$ cat src/bwxp_pkg.sv
`timescale 1ns / 1ps
`default_nettype none
package bwxp_pkg;

  localparam int NumPlaneInputs = 8;
  localparam int WordW          = 64;
  localparam int ByteW          = 8;
  localparam int BytesPerWord   = WordW / ByteW;
  localparam int PopW           = $clog2(WordW + 1);
  localparam int ValidBytesW    = 4;
  localparam int ScoreW         = 23;
  localparam int PlaneCountW    = 4;
  localparam int QueueDepth     = 2;

  localparam int MaxWordsDefault  = 512;
  localparam int MaxPlanesDefault = 8;

  localparam logic [PlaneCountW-1:0] PlaneCountReset = PlaneCountW'(8);

  typedef logic [WordW-1:0] word_t;
  typedef logic [PopW-1:0]  pop_t;

  // One classified transaction as it waits between the front and back parts.
  typedef struct packed {
    pop_t [NumPlaneInputs-1:0] pops;
    logic                      ovf;
    logic                      last;
  } entry_t;

endpackage
`default_nettype wire

$ cat src/bwxp_if.sv
`timescale 1ns / 1ps
`default_nettype none
interface bwxp_in_if;
  logic                                   valid;
  logic                                   ready;
  logic [bwxp_pkg::WordW-1:0]             stored_word;
  logic [bwxp_pkg::WordW-1:0]             plane0_word;
  logic [bwxp_pkg::WordW-1:0]             plane1_word;
  logic [bwxp_pkg::WordW-1:0]             plane2_word;
  logic [bwxp_pkg::WordW-1:0]             plane3_word;
  logic [bwxp_pkg::WordW-1:0]             plane4_word;
  logic [bwxp_pkg::WordW-1:0]             plane5_word;
  logic [bwxp_pkg::WordW-1:0]             plane6_word;
  logic [bwxp_pkg::WordW-1:0]             plane7_word;
  logic [bwxp_pkg::ValidBytesW-1:0]       valid_bytes;
  logic                                   last_word;

  modport source (
    output valid, stored_word, plane0_word, plane1_word, plane2_word, plane3_word,
           plane4_word, plane5_word, plane6_word, plane7_word, valid_bytes, last_word,
    input  ready
  );
  modport sink (
    input  valid, stored_word, plane0_word, plane1_word, plane2_word, plane3_word,
           plane4_word, plane5_word, plane6_word, plane7_word, valid_bytes, last_word,
    output ready
  );
endinterface

interface bwxp_out_if;
  logic                         valid;
  logic                         ready;
  logic [bwxp_pkg::ScoreW-1:0]  score;
  logic                         overflow;

  modport source (output valid, score, overflow, input ready);
  modport sink   (input valid, score, overflow, output ready);
endinterface
`default_nettype wire

$ cat src/bwxp_front.sv
`timescale 1ns / 1ps
`default_nettype none
module bwxp_front #(
  parameter int MAX_WORDS = bwxp_pkg::MaxWordsDefault
) (
  input  wire logic            clk,
  input  wire logic            rst,
  bwxp_in_if.sink              in_ch,
  input  wire logic            q_ready,
  output logic                 push,
  output bwxp_pkg::entry_t     push_entry
);

  localparam int WordCntW = $clog2(MAX_WORDS + 1);

  logic [WordCntW-1:0]                           word_count;
  logic                                          counted;
  logic [bwxp_pkg::WordW-1:0]                    mask;
  bwxp_pkg::word_t [bwxp_pkg::NumPlaneInputs-1:0] planes;

  assign planes = {in_ch.plane7_word, in_ch.plane6_word, in_ch.plane5_word,
                   in_ch.plane4_word, in_ch.plane3_word, in_ch.plane2_word,
                   in_ch.plane1_word, in_ch.plane0_word};

  assign in_ch.ready = q_ready;
  assign push        = in_ch.valid & in_ch.ready;
  assign counted     = (word_count < WordCntW'(MAX_WORDS));

  always_comb begin
    for (int b = 0; b < bwxp_pkg::BytesPerWord; b++) begin
      mask[b*bwxp_pkg::ByteW +: bwxp_pkg::ByteW] =
        {bwxp_pkg::ByteW{bwxp_pkg::ValidBytesW'(b) < in_ch.valid_bytes}};
    end
  end

  // Words past the limit add nothing and flag overflow.
  always_comb begin
    for (int p = 0; p < bwxp_pkg::NumPlaneInputs; p++) begin
      push_entry.pops[p] = counted ?
        bwxp_pkg::PopW'($countones((in_ch.stored_word ^ planes[p]) & mask)) : '0;
    end
    push_entry.ovf  = ~counted;
    push_entry.last = in_ch.last_word;
  end

  always_ff @(posedge clk) begin
    if (rst) begin
      word_count <= '0;
    end else if (push) begin
      if (in_ch.last_word) begin
        word_count <= '0;
      end else if (counted) begin
        word_count <= word_count + WordCntW'(1);
      end
    end
  end

endmodule
`default_nettype wire

$ cat src/bwxp_queue.sv
`timescale 1ns / 1ps
`default_nettype none
module bwxp_queue (
  input  wire logic              clk,
  input  wire logic              rst,
  input  wire logic              push,
  input  wire bwxp_pkg::entry_t  push_entry,
  output logic                   push_ready,
  output logic                   pop_valid,
  output bwxp_pkg::entry_t       pop_entry,
  input  wire logic              pop
);

  localparam int PtrW = $clog2(bwxp_pkg::QueueDepth);
  localparam int CntW = $clog2(bwxp_pkg::QueueDepth + 1);

  bwxp_pkg::entry_t  mem [bwxp_pkg::QueueDepth];
  logic [PtrW-1:0]   wr_ptr;
  logic [PtrW-1:0]   rd_ptr;
  logic [CntW-1:0]   fill;

  assign push_ready = (fill < CntW'(bwxp_pkg::QueueDepth));
  assign pop_valid  = (fill != '0);
  assign pop_entry  = mem[rd_ptr];

  always_ff @(posedge clk) begin
    if (push) begin
      mem[wr_ptr] <= push_entry;
    end
  end

  always_ff @(posedge clk) begin
    if (rst) begin
      wr_ptr <= '0;
      rd_ptr <= '0;
      fill   <= '0;
    end else begin
      if (push) begin
        wr_ptr <= (wr_ptr == PtrW'(bwxp_pkg::QueueDepth - 1)) ? '0 : wr_ptr + PtrW'(1);
      end
      if (pop) begin
        rd_ptr <= (rd_ptr == PtrW'(bwxp_pkg::QueueDepth - 1)) ? '0 : rd_ptr + PtrW'(1);
      end
      case ({push, pop})
        2'b10:   fill <= fill + CntW'(1);
        2'b01:   fill <= fill - CntW'(1);
        default: fill <= fill;
      endcase
    end
  end

endmodule
`default_nettype wire

$ cat src/bwxp_back.sv
`timescale 1ns / 1ps
`default_nettype none
module bwxp_back #(
  parameter int MAX_WORDS  = bwxp_pkg::MaxWordsDefault,
  parameter int MAX_PLANES = bwxp_pkg::MaxPlanesDefault
) (
  input  wire logic                               clk,
  input  wire logic                               rst,
  input  wire logic                               q_valid,
  input  wire bwxp_pkg::entry_t                   q_entry,
  output logic                                    pop,
  input  wire logic [bwxp_pkg::PlaneCountW-1:0]   plane_count,
  bwxp_out_if.source                              out_ch
);

  localparam int CntW = $clog2(bwxp_pkg::WordW * MAX_WORDS + 1);
  localparam int SumW = (CntW + MAX_PLANES > bwxp_pkg::ScoreW) ?
                        CntW + MAX_PLANES : bwxp_pkg::ScoreW;

  logic [MAX_PLANES-1:0][CntW-1:0] acc;
  logic [MAX_PLANES-1:0][CntW-1:0] acc_sum;
  logic [MAX_PLANES-1:0][CntW-1:0] fin;
  logic                            ovf_seen;
  logic                            fin_ovf;
  logic                            fin_valid;
  logic                            fin_free;
  logic                            out_load;
  logic                            out_valid;
  logic [bwxp_pkg::PlaneCountW-1:0] active;
  logic [bwxp_pkg::ScoreW-1:0]     score_next;
  logic [SumW-1:0]                 term;

  assign out_load = fin_valid & (~out_valid | out_ch.ready);
  assign fin_free = ~fin_valid | out_load;
  assign pop      = q_valid & (~q_entry.last | fin_free);
  assign out_ch.valid = out_valid;

  always_comb begin
    for (int p = 0; p < MAX_PLANES; p++) begin
      acc_sum[p] = acc[p] + CntW'(q_entry.pops[p]);
    end
  end

  always_ff @(posedge clk) begin
    if (rst) begin
      acc      <= '0;
      ovf_seen <= 1'b0;
    end else if (pop) begin
      if (q_entry.last) begin
        acc      <= '0;
        ovf_seen <= 1'b0;
      end else begin
        acc      <= acc_sum;
        ovf_seen <= ovf_seen | q_entry.ovf;
      end
    end
  end

  // Final counts of a finished vector wait here for the score stage.
  always_ff @(posedge clk) begin
    if (pop && q_entry.last) begin
      fin     <= acc_sum;
      fin_ovf <= ovf_seen | q_entry.ovf;
    end
  end

  always_ff @(posedge clk) begin
    if (rst) begin
      fin_valid <= 1'b0;
    end else if (pop && q_entry.last) begin
      fin_valid <= 1'b1;
    end else if (out_load) begin
      fin_valid <= 1'b0;
    end
  end

  always_comb begin
    if (plane_count == '0) begin
      active = bwxp_pkg::PlaneCountW'(1);
    end else if (plane_count > bwxp_pkg::PlaneCountW'(MAX_PLANES)) begin
      active = bwxp_pkg::PlaneCountW'(MAX_PLANES);
    end else begin
      active = plane_count;
    end
  end

  // Weight plane p by 2^p; result wraps at the score width.
  always_comb begin
    score_next = '0;
    term       = '0;
    for (int p = 0; p < MAX_PLANES; p++) begin
      term = SumW'(fin[p]) << p;
      if (bwxp_pkg::PlaneCountW'(p) < active) begin
        score_next = score_next + term[bwxp_pkg::ScoreW-1:0];
      end
    end
  end

  always_ff @(posedge clk) begin
    if (out_load) begin
      out_ch.score    <= score_next;
      out_ch.overflow <= fin_ovf;
    end
  end

  always_ff @(posedge clk) begin
    if (rst) begin
      out_valid <= 1'b0;
    end else if (out_load) begin
      out_valid <= 1'b1;
    end else if (out_ch.ready) begin
      out_valid <= 1'b0;
    end
  end

endmodule
`default_nettype wire

$ cat src/bitplane_weighted_xor_popcount.sv
`timescale 1ns / 1ps
`default_nettype none
// Bit-plane weighted XOR popcount.
// in_ch carries one transaction per stored 64-bit word: the stored word, the
// matching word of each of the eight query planes, the number of valid low
// bytes and a last flag. out_ch carries one transaction (score, overflow) per
// vector, after the transaction marked last. cfg_we/cfg_wdata write the
// number of planes weighted into the score (0 acts as 1, large values clamp).
// Throughput: one input transaction per cycle while the queue has room, set
// by the combinational popcount in the front part and the accumulate in the
// back part. A last transaction is written into the queue when accepted;
// its result is then registered in the final stage and after that in the
// score register.
// Reset clears all counters and sets the plane count to eight.
// When the receiver stalls, the result register holds, one more finished
// vector waits in the final stage, the two-entry queue fills, and only then
// does in_ch.ready drop. Words past MAX_WORDS in one vector add nothing and
// set the overflow flag of that vector's result.
module bitplane_weighted_xor_popcount #(
  parameter int MAX_WORDS  = bwxp_pkg::MaxWordsDefault,
  parameter int MAX_PLANES = bwxp_pkg::MaxPlanesDefault
) (
  input  wire logic                              clk,
  input  wire logic                              rst,
  bwxp_in_if.sink                                in_ch,
  bwxp_out_if.source                             out_ch,
  input  wire logic                              cfg_we,
  input  wire logic [bwxp_pkg::PlaneCountW-1:0]  cfg_wdata
);

  logic [bwxp_pkg::PlaneCountW-1:0] plane_count;
  logic                             q_ready;
  logic                             push;
  bwxp_pkg::entry_t                 push_entry;
  logic                             q_valid;
  bwxp_pkg::entry_t                 q_entry;
  logic                             pop;

  // Hold the plane count until the next configuration write.
  always_ff @(posedge clk) begin
    if (rst) begin
      plane_count <= bwxp_pkg::PlaneCountReset;
    end else if (cfg_we) begin
      plane_count <= cfg_wdata;
    end
  end

  // Front: accept, mask and popcount each plane, track the word limit.
  bwxp_front #(
    .MAX_WORDS (MAX_WORDS)
  ) u_front (
    .clk        (clk),
    .rst        (rst),
    .in_ch      (in_ch),
    .q_ready    (q_ready),
    .push       (push),
    .push_entry (push_entry)
  );

  // Queue: decouple classification from accumulation.
  bwxp_queue u_queue (
    .clk        (clk),
    .rst        (rst),
    .push       (push),
    .push_entry (push_entry),
    .push_ready (q_ready),
    .pop_valid  (q_valid),
    .pop_entry  (q_entry),
    .pop        (pop)
  );

  // Back: accumulate per plane, weight and emit on the last word.
  bwxp_back #(
    .MAX_WORDS  (MAX_WORDS),
    .MAX_PLANES (MAX_PLANES)
  ) u_back (
    .clk         (clk),
    .rst         (rst),
    .q_valid     (q_valid),
    .q_entry     (q_entry),
    .pop         (pop),
    .plane_count (plane_count),
    .out_ch      (out_ch)
  );

endmodule
`default_nettype wire

$ cat src/flat_wrapper.sv
// flat-port wrapper written by rule: the top's interface ports become plain ports
module bitplane_weighted_xor_popcount_flat 
#(
  parameter int MAX_WORDS  = bwxp_pkg::MaxWordsDefault,
  parameter int MAX_PLANES = bwxp_pkg::MaxPlanesDefault
)
  (clk, rst, cfg_we, cfg_wdata, in_ch_valid, in_ch_stored_word, in_ch_plane0_word, in_ch_plane1_word, in_ch_plane2_word, in_ch_plane3_word, in_ch_plane4_word, in_ch_plane5_word, in_ch_plane6_word, in_ch_plane7_word, in_ch_valid_bytes, in_ch_last_word, in_ch_ready, out_ch_valid, out_ch_score, out_ch_overflow, out_ch_ready);
  bwxp_in_if in_ch_i ();
  bwxp_out_if out_ch_i ();
  input  wire logic clk;
  input  wire logic rst;
  input  wire logic cfg_we;
  input  wire logic [bwxp_pkg::PlaneCountW-1:0] cfg_wdata;
  input wire logic [$bits(in_ch_i.valid)-1:0] in_ch_valid;
  input wire logic [$bits(in_ch_i.stored_word)-1:0] in_ch_stored_word;
  input wire logic [$bits(in_ch_i.plane0_word)-1:0] in_ch_plane0_word;
  input wire logic [$bits(in_ch_i.plane1_word)-1:0] in_ch_plane1_word;
  input wire logic [$bits(in_ch_i.plane2_word)-1:0] in_ch_plane2_word;
  input wire logic [$bits(in_ch_i.plane3_word)-1:0] in_ch_plane3_word;
  input wire logic [$bits(in_ch_i.plane4_word)-1:0] in_ch_plane4_word;
  input wire logic [$bits(in_ch_i.plane5_word)-1:0] in_ch_plane5_word;
  input wire logic [$bits(in_ch_i.plane6_word)-1:0] in_ch_plane6_word;
  input wire logic [$bits(in_ch_i.plane7_word)-1:0] in_ch_plane7_word;
  input wire logic [$bits(in_ch_i.valid_bytes)-1:0] in_ch_valid_bytes;
  input wire logic [$bits(in_ch_i.last_word)-1:0] in_ch_last_word;
  output wire logic [$bits(in_ch_i.ready)-1:0] in_ch_ready;
  output wire logic [$bits(out_ch_i.valid)-1:0] out_ch_valid;
  output wire logic [$bits(out_ch_i.score)-1:0] out_ch_score;
  output wire logic [$bits(out_ch_i.overflow)-1:0] out_ch_overflow;
  input wire logic [$bits(out_ch_i.ready)-1:0] out_ch_ready;
  assign in_ch_i.valid = in_ch_valid;
  assign in_ch_i.stored_word = in_ch_stored_word;
  assign in_ch_i.plane0_word = in_ch_plane0_word;
  assign in_ch_i.plane1_word = in_ch_plane1_word;
  assign in_ch_i.plane2_word = in_ch_plane2_word;
  assign in_ch_i.plane3_word = in_ch_plane3_word;
  assign in_ch_i.plane4_word = in_ch_plane4_word;
  assign in_ch_i.plane5_word = in_ch_plane5_word;
  assign in_ch_i.plane6_word = in_ch_plane6_word;
  assign in_ch_i.plane7_word = in_ch_plane7_word;
  assign in_ch_i.valid_bytes = in_ch_valid_bytes;
  assign in_ch_i.last_word = in_ch_last_word;
  assign in_ch_ready = in_ch_i.ready;
  assign out_ch_valid = out_ch_i.valid;
  assign out_ch_score = out_ch_i.score;
  assign out_ch_overflow = out_ch_i.overflow;
  assign out_ch_i.ready = out_ch_ready;
  bitplane_weighted_xor_popcount #(.MAX_WORDS(MAX_WORDS), .MAX_PLANES(MAX_PLANES)) u_core (.clk(clk), .rst(rst), .in_ch(in_ch_i), .out_ch(out_ch_i), .cfg_we(cfg_we), .cfg_wdata(cfg_wdata));
endmodule
$ cat config.mk
export PLATFORM = sky130hd
export DESIGN_NAME = bitplane_weighted_xor_popcount_flat
export DESIGN_NICKNAME = d
export VERILOG_FILES = /design/src/bwxp_pkg.sv /design/src/bwxp_if.sv /design/src/bwxp_front.sv /design/src/bwxp_queue.sv /design/src/bwxp_back.sv /design/src/bitplane_weighted_xor_popcount.sv /design/src/flat_wrapper.sv
export SDC_FILE = /design/constraint.sdc
export NUM_CORES = 2
export LEC_CHECK = 0
export ABC_CLOCK_PERIOD_IN_PS = 9700
export BUFFER_PORTS_ARGS = -buffer_cell sky130_fd_sc_hd__buf_2
export CORE_MARGIN = 3
export CORE_UTILIZATION = 54
export DETAILED_ROUTE_END_ITERATION = 7
export MAX_ROUTING_LAYER = met4
export PLACE_DENSITY = 0.81
export SETUP_SLACK_MARGIN = 0.4
export SYNTH_ARGS = -nofsm -noshare
export SYNTH_HDL_FRONTEND = slang
export SYNTH_SLANG_ARGS = --single-unit
export TNS_END_PERCENT = 30
$ cat constraint.sdc
create_clock -name clk -period 9.7 [get_ports clk]
set_input_delay 0.97 -clock clk [delete_from_list [all_inputs] [get_ports clk]]
set_output_delay 0.97 -clock clk [all_outputs]
set_load 0.01 [all_outputs]
Word level (Yosys, flattened, before mapping)
Memories as Yosys holds them, arrays and structs flattened. A register that Yosys moved wholly into a read port is not among the register bits.
Cells that the tools add are included.
{ "word_totals": {"out_inout_bits": 26, "mem_count": 1, "inputBits": 590, "word_cells": 641, "register_bits": 302, "ramBits": 116} }
{ "op_classes": {"eq_ne": 2, "n_mux": 33, "add_sub_neg": 524, "n_bitwise": 27, "reduce_logical": 8, "n_lt_le_gt_ge": 19} }
{ "memory_table": {"columns": ["memory", "depth", "word_bits", "rd", "rd_ports_with_merged_regs", "write_ports", "line", "rtl"], "rows": [
  ["u_core.u_queue.mem", 2, 58, 1, 1, 1, "bwxp_queue.sv:17", "bwxp_pkg::entry_t mem [bwxp_pkg::QueueDepth];"]
]} }
{ "ops": {"columns": ["op", "n"], "rows": [
  ["1-bit by 1-bit adder with 2-bit output", 256],
  ["64-bit AND", 8],
  ["64-bit XOR", 8],
  ["2-bit by 2-bit adder with 3-bit output", 128],
  ["3-bit by 3-bit adder with 4-bit output", 64],
  ["23-bit two-way mux", 7],
  ["4-bit by 4-bit adder with 5-bit output", 32],
  ["16-bit by 7-bit adder with 16-bit output", 8],
  ["128-bit two-way mux", 1],
  ["5-bit by 5-bit adder with 6-bit output", 16],
  ["6-bit by 6-bit adder with 7-bit output", 8],
  ["7-bit two-way mux", 8],
  ["3-bit by 4-bit less-than comparator with 1-bit output, first input constant", 8],
  ["23-bit by 17-bit adder with 23-bit output", 1],
  ["23-bit by 18-bit adder with 23-bit output", 1],
  ["23-bit by 19-bit adder with 23-bit output", 1],
  ["23-bit by 20-bit adder with 23-bit output", 1],
  ["23-bit by 21-bit adder with 23-bit output", 1],
  ["23-bit by 22-bit adder with 23-bit output", 1],
  ["23-bit adder", 1],
  ["10-bit two-way mux", 2],
  ["1-bit by 4-bit less-than comparator with 1-bit output, first input constant", 4],
  ["2-bit by 4-bit less-than comparator with 1-bit output, first input constant", 4],
  ["16-bit two-way mux", 1],
  ["19 further kinds", 43]
]} }

Longest topological paths before layout
{ "logic_depth": {"word_depth": 19, "depth_mapped": 54, "ltp_nobuf": 53} }

Hierarchy
From an unflattened synthesis, not the netlist that was laid out.
{ "hier_totals": {"hier_cells": 4721, "area_unflattened_um2": 44527.7} }
{ "by_module_without_submodules": {"columns": ["module", "instances", "cells_each", "seq_area_each_um2", "area_per_inst_um2"], "rows": [
  ["bwxp_front", 1, 2372, 200.2, 20571.0],
  ["bwxp_back", 1, 2134, 7216.9, 19428.6],
  ["bwxp_queue", 1, 202, 3583.4, 4384.2],
  ["bitplane_weighted_xor_popcount", 1, 13, 80.1, 143.9]
]} }

Least setup slack after synthesis
Ideal clock, no wire load.
{ "synth_timing": {"path_type": "register to register", "startpoint": "reg u_core.u_back.fin[1] (netlist name)", "endpoint": "reg u_core.u_back.out_ch.score[22] (data pin)", "n_path_buf": 1, "synth_period_minus_slack_ps": 9887, "slack_ps": -187, "arrival_time_ps": 9757, "required_ps": 9570, "setup_ps": 130, "stages_incl_launch_ff": 49, "path_cell_list": "edfxtp_1 -> clkbuf_1 -> ha_1 -> fa_1 -> maj3_1 -> a2111o_1 -> and3_1 -> o31ai_2 -> ha_1 -> a21oi_1 -> o21ai_0 -> xor2_1 -> mux2_2 -> ha_1 -> o2111ai_1 -> o21a_1 -> a21boi_0 -> nor2_1 -> [13 not listed] -> nor2_1 -> ha_1 -> nor3_1 -> o211ai_1 -> a31o_2 -> a21oi_2 -> xor2_1 -> nor2_1 -> a31oi_1 -> nand2_1 -> ha_1 -> a21oi_1 -> a21oi_1 -> o41a_1 -> o21ai_1 -> o21ai_0 -> a2111oi_0 -> a31o_2"} }
{ "synth_via": {"elab_chain_cells": 15} }
{ "synth_rtl": {"columns": ["item", "line", "rtl"], "rows": [
  ["from (decl)", "bwxp_back.sv:22", "logic [MAX_PLANES-1:0][CntW-1:0] fin;"],
  ["from (signal assigned)", "bwxp_back.sv:62", "fin <= acc_sum;"],
  ["16-bit two-way mux *", "bwxp_back.sv:93", "if (bwxp_pkg::PlaneCountW'(p) < active) begin"],
  ["23-bit by 17-bit adder with 23-bit output", "bwxp_back.sv:94", "score_next = score_next + term[bwxp_pkg::ScoreW-1:0];"],
  ["23-bit two-way mux *", "bwxp_back.sv:93", null],
  ["23-bit by 18-bit adder with 23-bit output", "bwxp_back.sv:94", null],
  ["23-bit two-way mux *", "bwxp_back.sv:93", null],
  ["23-bit by 19-bit adder with 23-bit output", "bwxp_back.sv:94", null],
  ["23-bit two-way mux *", "bwxp_back.sv:93", null],
  ["23-bit by 20-bit adder with 23-bit output", "bwxp_back.sv:94", null],
  ["23-bit two-way mux *", "bwxp_back.sv:93", null],
  ["23-bit by 21-bit adder with 23-bit output", "bwxp_back.sv:94", null],
  ["23-bit two-way mux *", "bwxp_back.sv:93", null],
  ["23-bit by 22-bit adder with 23-bit output", "bwxp_back.sv:94", null],
  ["23-bit two-way mux *", "bwxp_back.sv:93", null],
  ["23-bit adder", "bwxp_back.sv:94", null],
  ["23-bit two-way mux *", "bwxp_back.sv:93", null],
  ["net u_core.u_back.score_next, one bit", "bwxp_back.sv:30", "logic [bwxp_pkg::ScoreW-1:0] score_next;"],
  ["to (signal assigned)", "bwxp_back.sv:101", "out_ch.score <= score_next;"],
  ["to (decl)", "bwxp_if.sv:36", "modport source (output valid, score, overflow, input ready);"]
]} }
The timed path passes the listed nets; every way through them passes the cells marked *.
A chain may end at the register's enable or synchronous reset.

Worst setup path after layout
Same ends and word-level chain as after synthesis.

==> results <==
- The residual DRC count is 0.
- The wire length of the first global-routing pass is 228000 µm.
- The setup slack at placement is -0.329 ns.
- The path class of the tightest hold or removal check is reg -> reg.
- The critical path startpoint category is a register.
- The clock slew at the register clock pins of the worst setup and hold paths is 0.06 ns.
- In the final layout, the share of cells above drive strength 1 is 0.238.
- Of all flip-flops after synthesis, the portion carrying an async set or reset was 0.
- In this run, synthesis produced a sequential element count of ~420.
- The transition time of the tightest slew-check pin is 1.05 ns.
- Counting the fill cells in the layout gives 6570.
- For this run, the number of Yosys warnings is 0.
- The checks that failed: setup timing.
- The count of distinct cell types in the synthesized netlist is 88.
- CTS saw roughly 420 sinks.
- The most numerous cell type found on the critical path is sky130_fd_sc_hd__ha_4.
- The die width is roughly 290 µm.
- Setup repair after global routing could not meet its margin everywhere.
- The share of the clock period used by the worst path is 1.02.
- The final setup violation count is 4.
- The maximum clock frequency is 0.101 GHz.
- Counting along the longest clock path gives a buffer depth of 3.
- Synthesis produced a netlist whose cell count is 4684.
- The height of the die is roughly 290 µm.
- The number of I/O port buffers is between 600 and 700.
- The count of H-tree levels built during CTS is 2.
- TritonCTS built the clock tree.
- The estimated wirelength of the detail-placed design is 129000 µm.
- At the end of routability-driven placement, the weighted congestion stood at 1.04.
- The number of nets still failing antenna checks after routing is 0.
- The maximum number of pins on one net before global-route repair is 78.
- The synthesized area divided by synthesized cell count is around 9.4 µm².
- The master of the slowest instance on the critical path is sky130_fd_sc_hd__edfxtp_1.
- For this run, the detailed router's first-pass iteration total came to 5.
- The minimum period implied by the final worst setup slack is 9.91 ns.
- In this run the cell area of the synthesized design comes to approximately 44000 µm².
- The share of the Yosys chip area taken by registers is 0.252.
- The library cells used most frequently in the layout, excluding fill and tap cells, are sky130_fd_sc_hd__buf_2 (615), sky130_fd_sc_hd__nand2_1 (524), sky130_fd_sc_hd__inv_1 (516).
- The worst-case headroom to the max-slew limit is 0.297.
- The synthesized netlist net count is 6020.
- The final routed wire length divided by cell count is 23.8 µm.
- Data on the critical path is required at its endpoint by 10.04 ns.
- On the final layout, the worst clock skew is 0.0315 ns.
- The leading cell type in the layout, fill and taps excluded is sky130_fd_sc_hd__buf_2.
- The floorplan has 104 rows.
- The run finished, with violations left.
- The clock tree root driver cell is sky130_fd_sc_hd__clkbuf_16.
- The initial antenna violation count is 31.
- The max-cap check violation count is 0.
- The total via count in the routed design is 37000.
- The starting density of the core is 0.546.
- The number of global-route vias before repair is 37600.
- The number of buffers added by the clock tree synthesis step is 43.
- The die area is about 85000 µm².
- Summed over all layers, the routed wires come to 157000 µm.
- The worst setup path is of the reg -> reg kind.
- Across all setup checks in the final design, the least slack found is -0.213 ns.
- The number of enable flip-flop cells after synthesis is 269.
- In this run the count of I/O pins placed on the die edge is 616.
- In this run, the number of DRC markers left after iteration 0 of detailed routing was 2724.
- The final count of hold timing violations is 0.
- At the later pin of the worst-skew pair, clock insertion delay measures 0.59 ns.
- At the end of the flow the core is filled with cells to 0.656.
- The via count normalized by instance count is 5.64.
- The number of pins exceeding their max-slew limit in the final report is 0.
- For this run, the leading register cell type out of synthesis is sky130_fd_sc_hd__edfxtp_1.
- The final design area excluding fillers is 52900 µm².
- The data arrival time of the critical path is 10.25 ns.
- The post-placement cell area is 49600 µm².
- The core region is approximately 81000 µm².
- The total overflow left after global routing is 0.
- The total number of nets in the final design is 6776.
- STA classifies the critical path endpoint as a register.
- The highest net fanout along the worst path is 5.
- The number of buffers inserted for hold repair after clock tree synthesis is 0.
- The global routing usage summed across all routing layers is 0.372.
- On the worst path, the slowest cell contributes a delay of about 0.45 ns.
- The area growth from synthesis to final layout is 20.1%.
synthesized netlist by cell type, drive strengths merged, types with 32 or more instances:
| cell type | number | area share |
|---|---|---|
| a21o | 78 | 0.013 |
| a21oi | 155 | 0.018 |
| a22oi | 60 | 0.010 |
| and2 | 51 | 0.0072 |
| buf | 32 | 0.0030 |
| clkbuf | 187 | 0.016 |
| dfxtp | 150 | 0.068 |
| edfxtp | 269 | 0.18 |
| fa | 447 | 0.20 |
| ha | 299 | 0.085 |
| inv | 517 | 0.044 |
| mux2 | 63 | 0.016 |
| nand2 | 534 | 0.046 |
| nand3 | 53 | 0.0062 |
| nor2 | 428 | 0.037 |
| nor2b | 52 | 0.0074 |
| nor3 | 37 | 0.0043 |
| o21a | 36 | 0.0061 |
| o21ai | 162 | 0.019 |
| xnor2 | 308 | 0.061 |
| xor2 | 416 | 0.083 |
critical path, delay by kind of cell (launching register included):
kind | cells | cell delay (ns)
xor+xnor | 6 | 0.95
simple gates | 14 | 2.05
mux | 1 | 0.29
compound gates | 19 | 3.55
fa+ha+maj | 8 | 1.95
buf+inv | 3 | 0.40
flops | 1 | 0.45
metal layers:
metal / global-route usage / wire length [µm] / vias up
met4: 0.274 / 14300 / 0
met2: 0.593 / 73200 / 1529
met1: 0.428 / 58500 / 18200
met3: 0.0587 / 10600 / 455
met5: - / 0 / -
li1: - / - / 16900
sequential cells by signal, indices dropped and copies added, names as in the netlist, 2 cells and up, named ones only:
signal and flops:
u_core.u_front.word_count 10, u_core.u_queue.fill 2, u_core.u_back.out_ch.score 23, u_core.plane_count 4, u_core.u_back.fin 128, u_core.u_back.acc 128, u_core.u_queue.mem 116
repair_timing:
item,in CTS,in global routing
buffers inserted,69,20
gates resized for setup,138,98
endpoints found under the setup margin,10,12
pin swaps,109,105
cells by family (layout without fill, tap and decap cells):
logic type,Yosys count,after routing,synth area share
AO/OA/AOI/OAI,714,714,0.109
adder cells (fa/ha/maj),749,749,0.289
multiplexers,81,81,0.0204
other,0,30,0
flip-flops,419,419,0.252
AND/OR/NAND/NOR,1261,1261,0.123
XOR/XNOR,724,724,0.144
buffers and inverters,736,1527,0.0630
worst paths after layout:
| check | from | cells after the start | to | slack, ns |
|---|---|---|---|---|
| setup reg to reg | u_core.u_back.fin[1] | 51 | u_core.u_back.out_ch.score[22] | -0.21 |
| hold / removal | u_core.u_back.fin[0] | 0 | u_core.u_back.out_ch.score[0] | 0.43 |
| setup / recovery | u_core.u_back.fin[1] | 51 | u_core.u_back.out_ch.score[22] | -0.21 |
| hold reg to reg | u_core.u_back.fin[0] | 0 | u_core.u_back.out_ch.score[0] | 0.43 |
layout make-up:
| type | instances | area [µm²] | share of cell area |
|---|---|---|---|
| clock inverter | 27 | 279 | 0.00528 |
| multi-input combinational | 3529 | 31500 | 0.596 |
| timing repair buffer | 930 | 5510 | 0.104 |
| tap | 1060 | 1330 | 0.0251 |
| antenna | 30 | 75.1 | 0.00142 |
| clock buffer | 53 | 1160 | 0.0220 |
| sequential | 419 | 11100 | 0.210 |
| inverter | 517 | 1940 | 0.0367 |
metrics by stage:
| stage | cells | TNS (ns) | hold slack, ns |
|---|---|---|---|
| final | 6565 | -0.326 | 0.427 |
| after global routing | 6563 | -2.78 | 0.440 |
| after CTS | 6515 | 0 | 0.430 |
| after detailed placement | 6366 | -0.631 | 0.415 |
| after global placement | 6366 | -0.225 | 0.405 |
| after floorplan | 4684 | 0 | 0.400 |
Power is not shown: default switching activity piles up to over one toggle a cycle in this logic, so the estimate is an artifact.
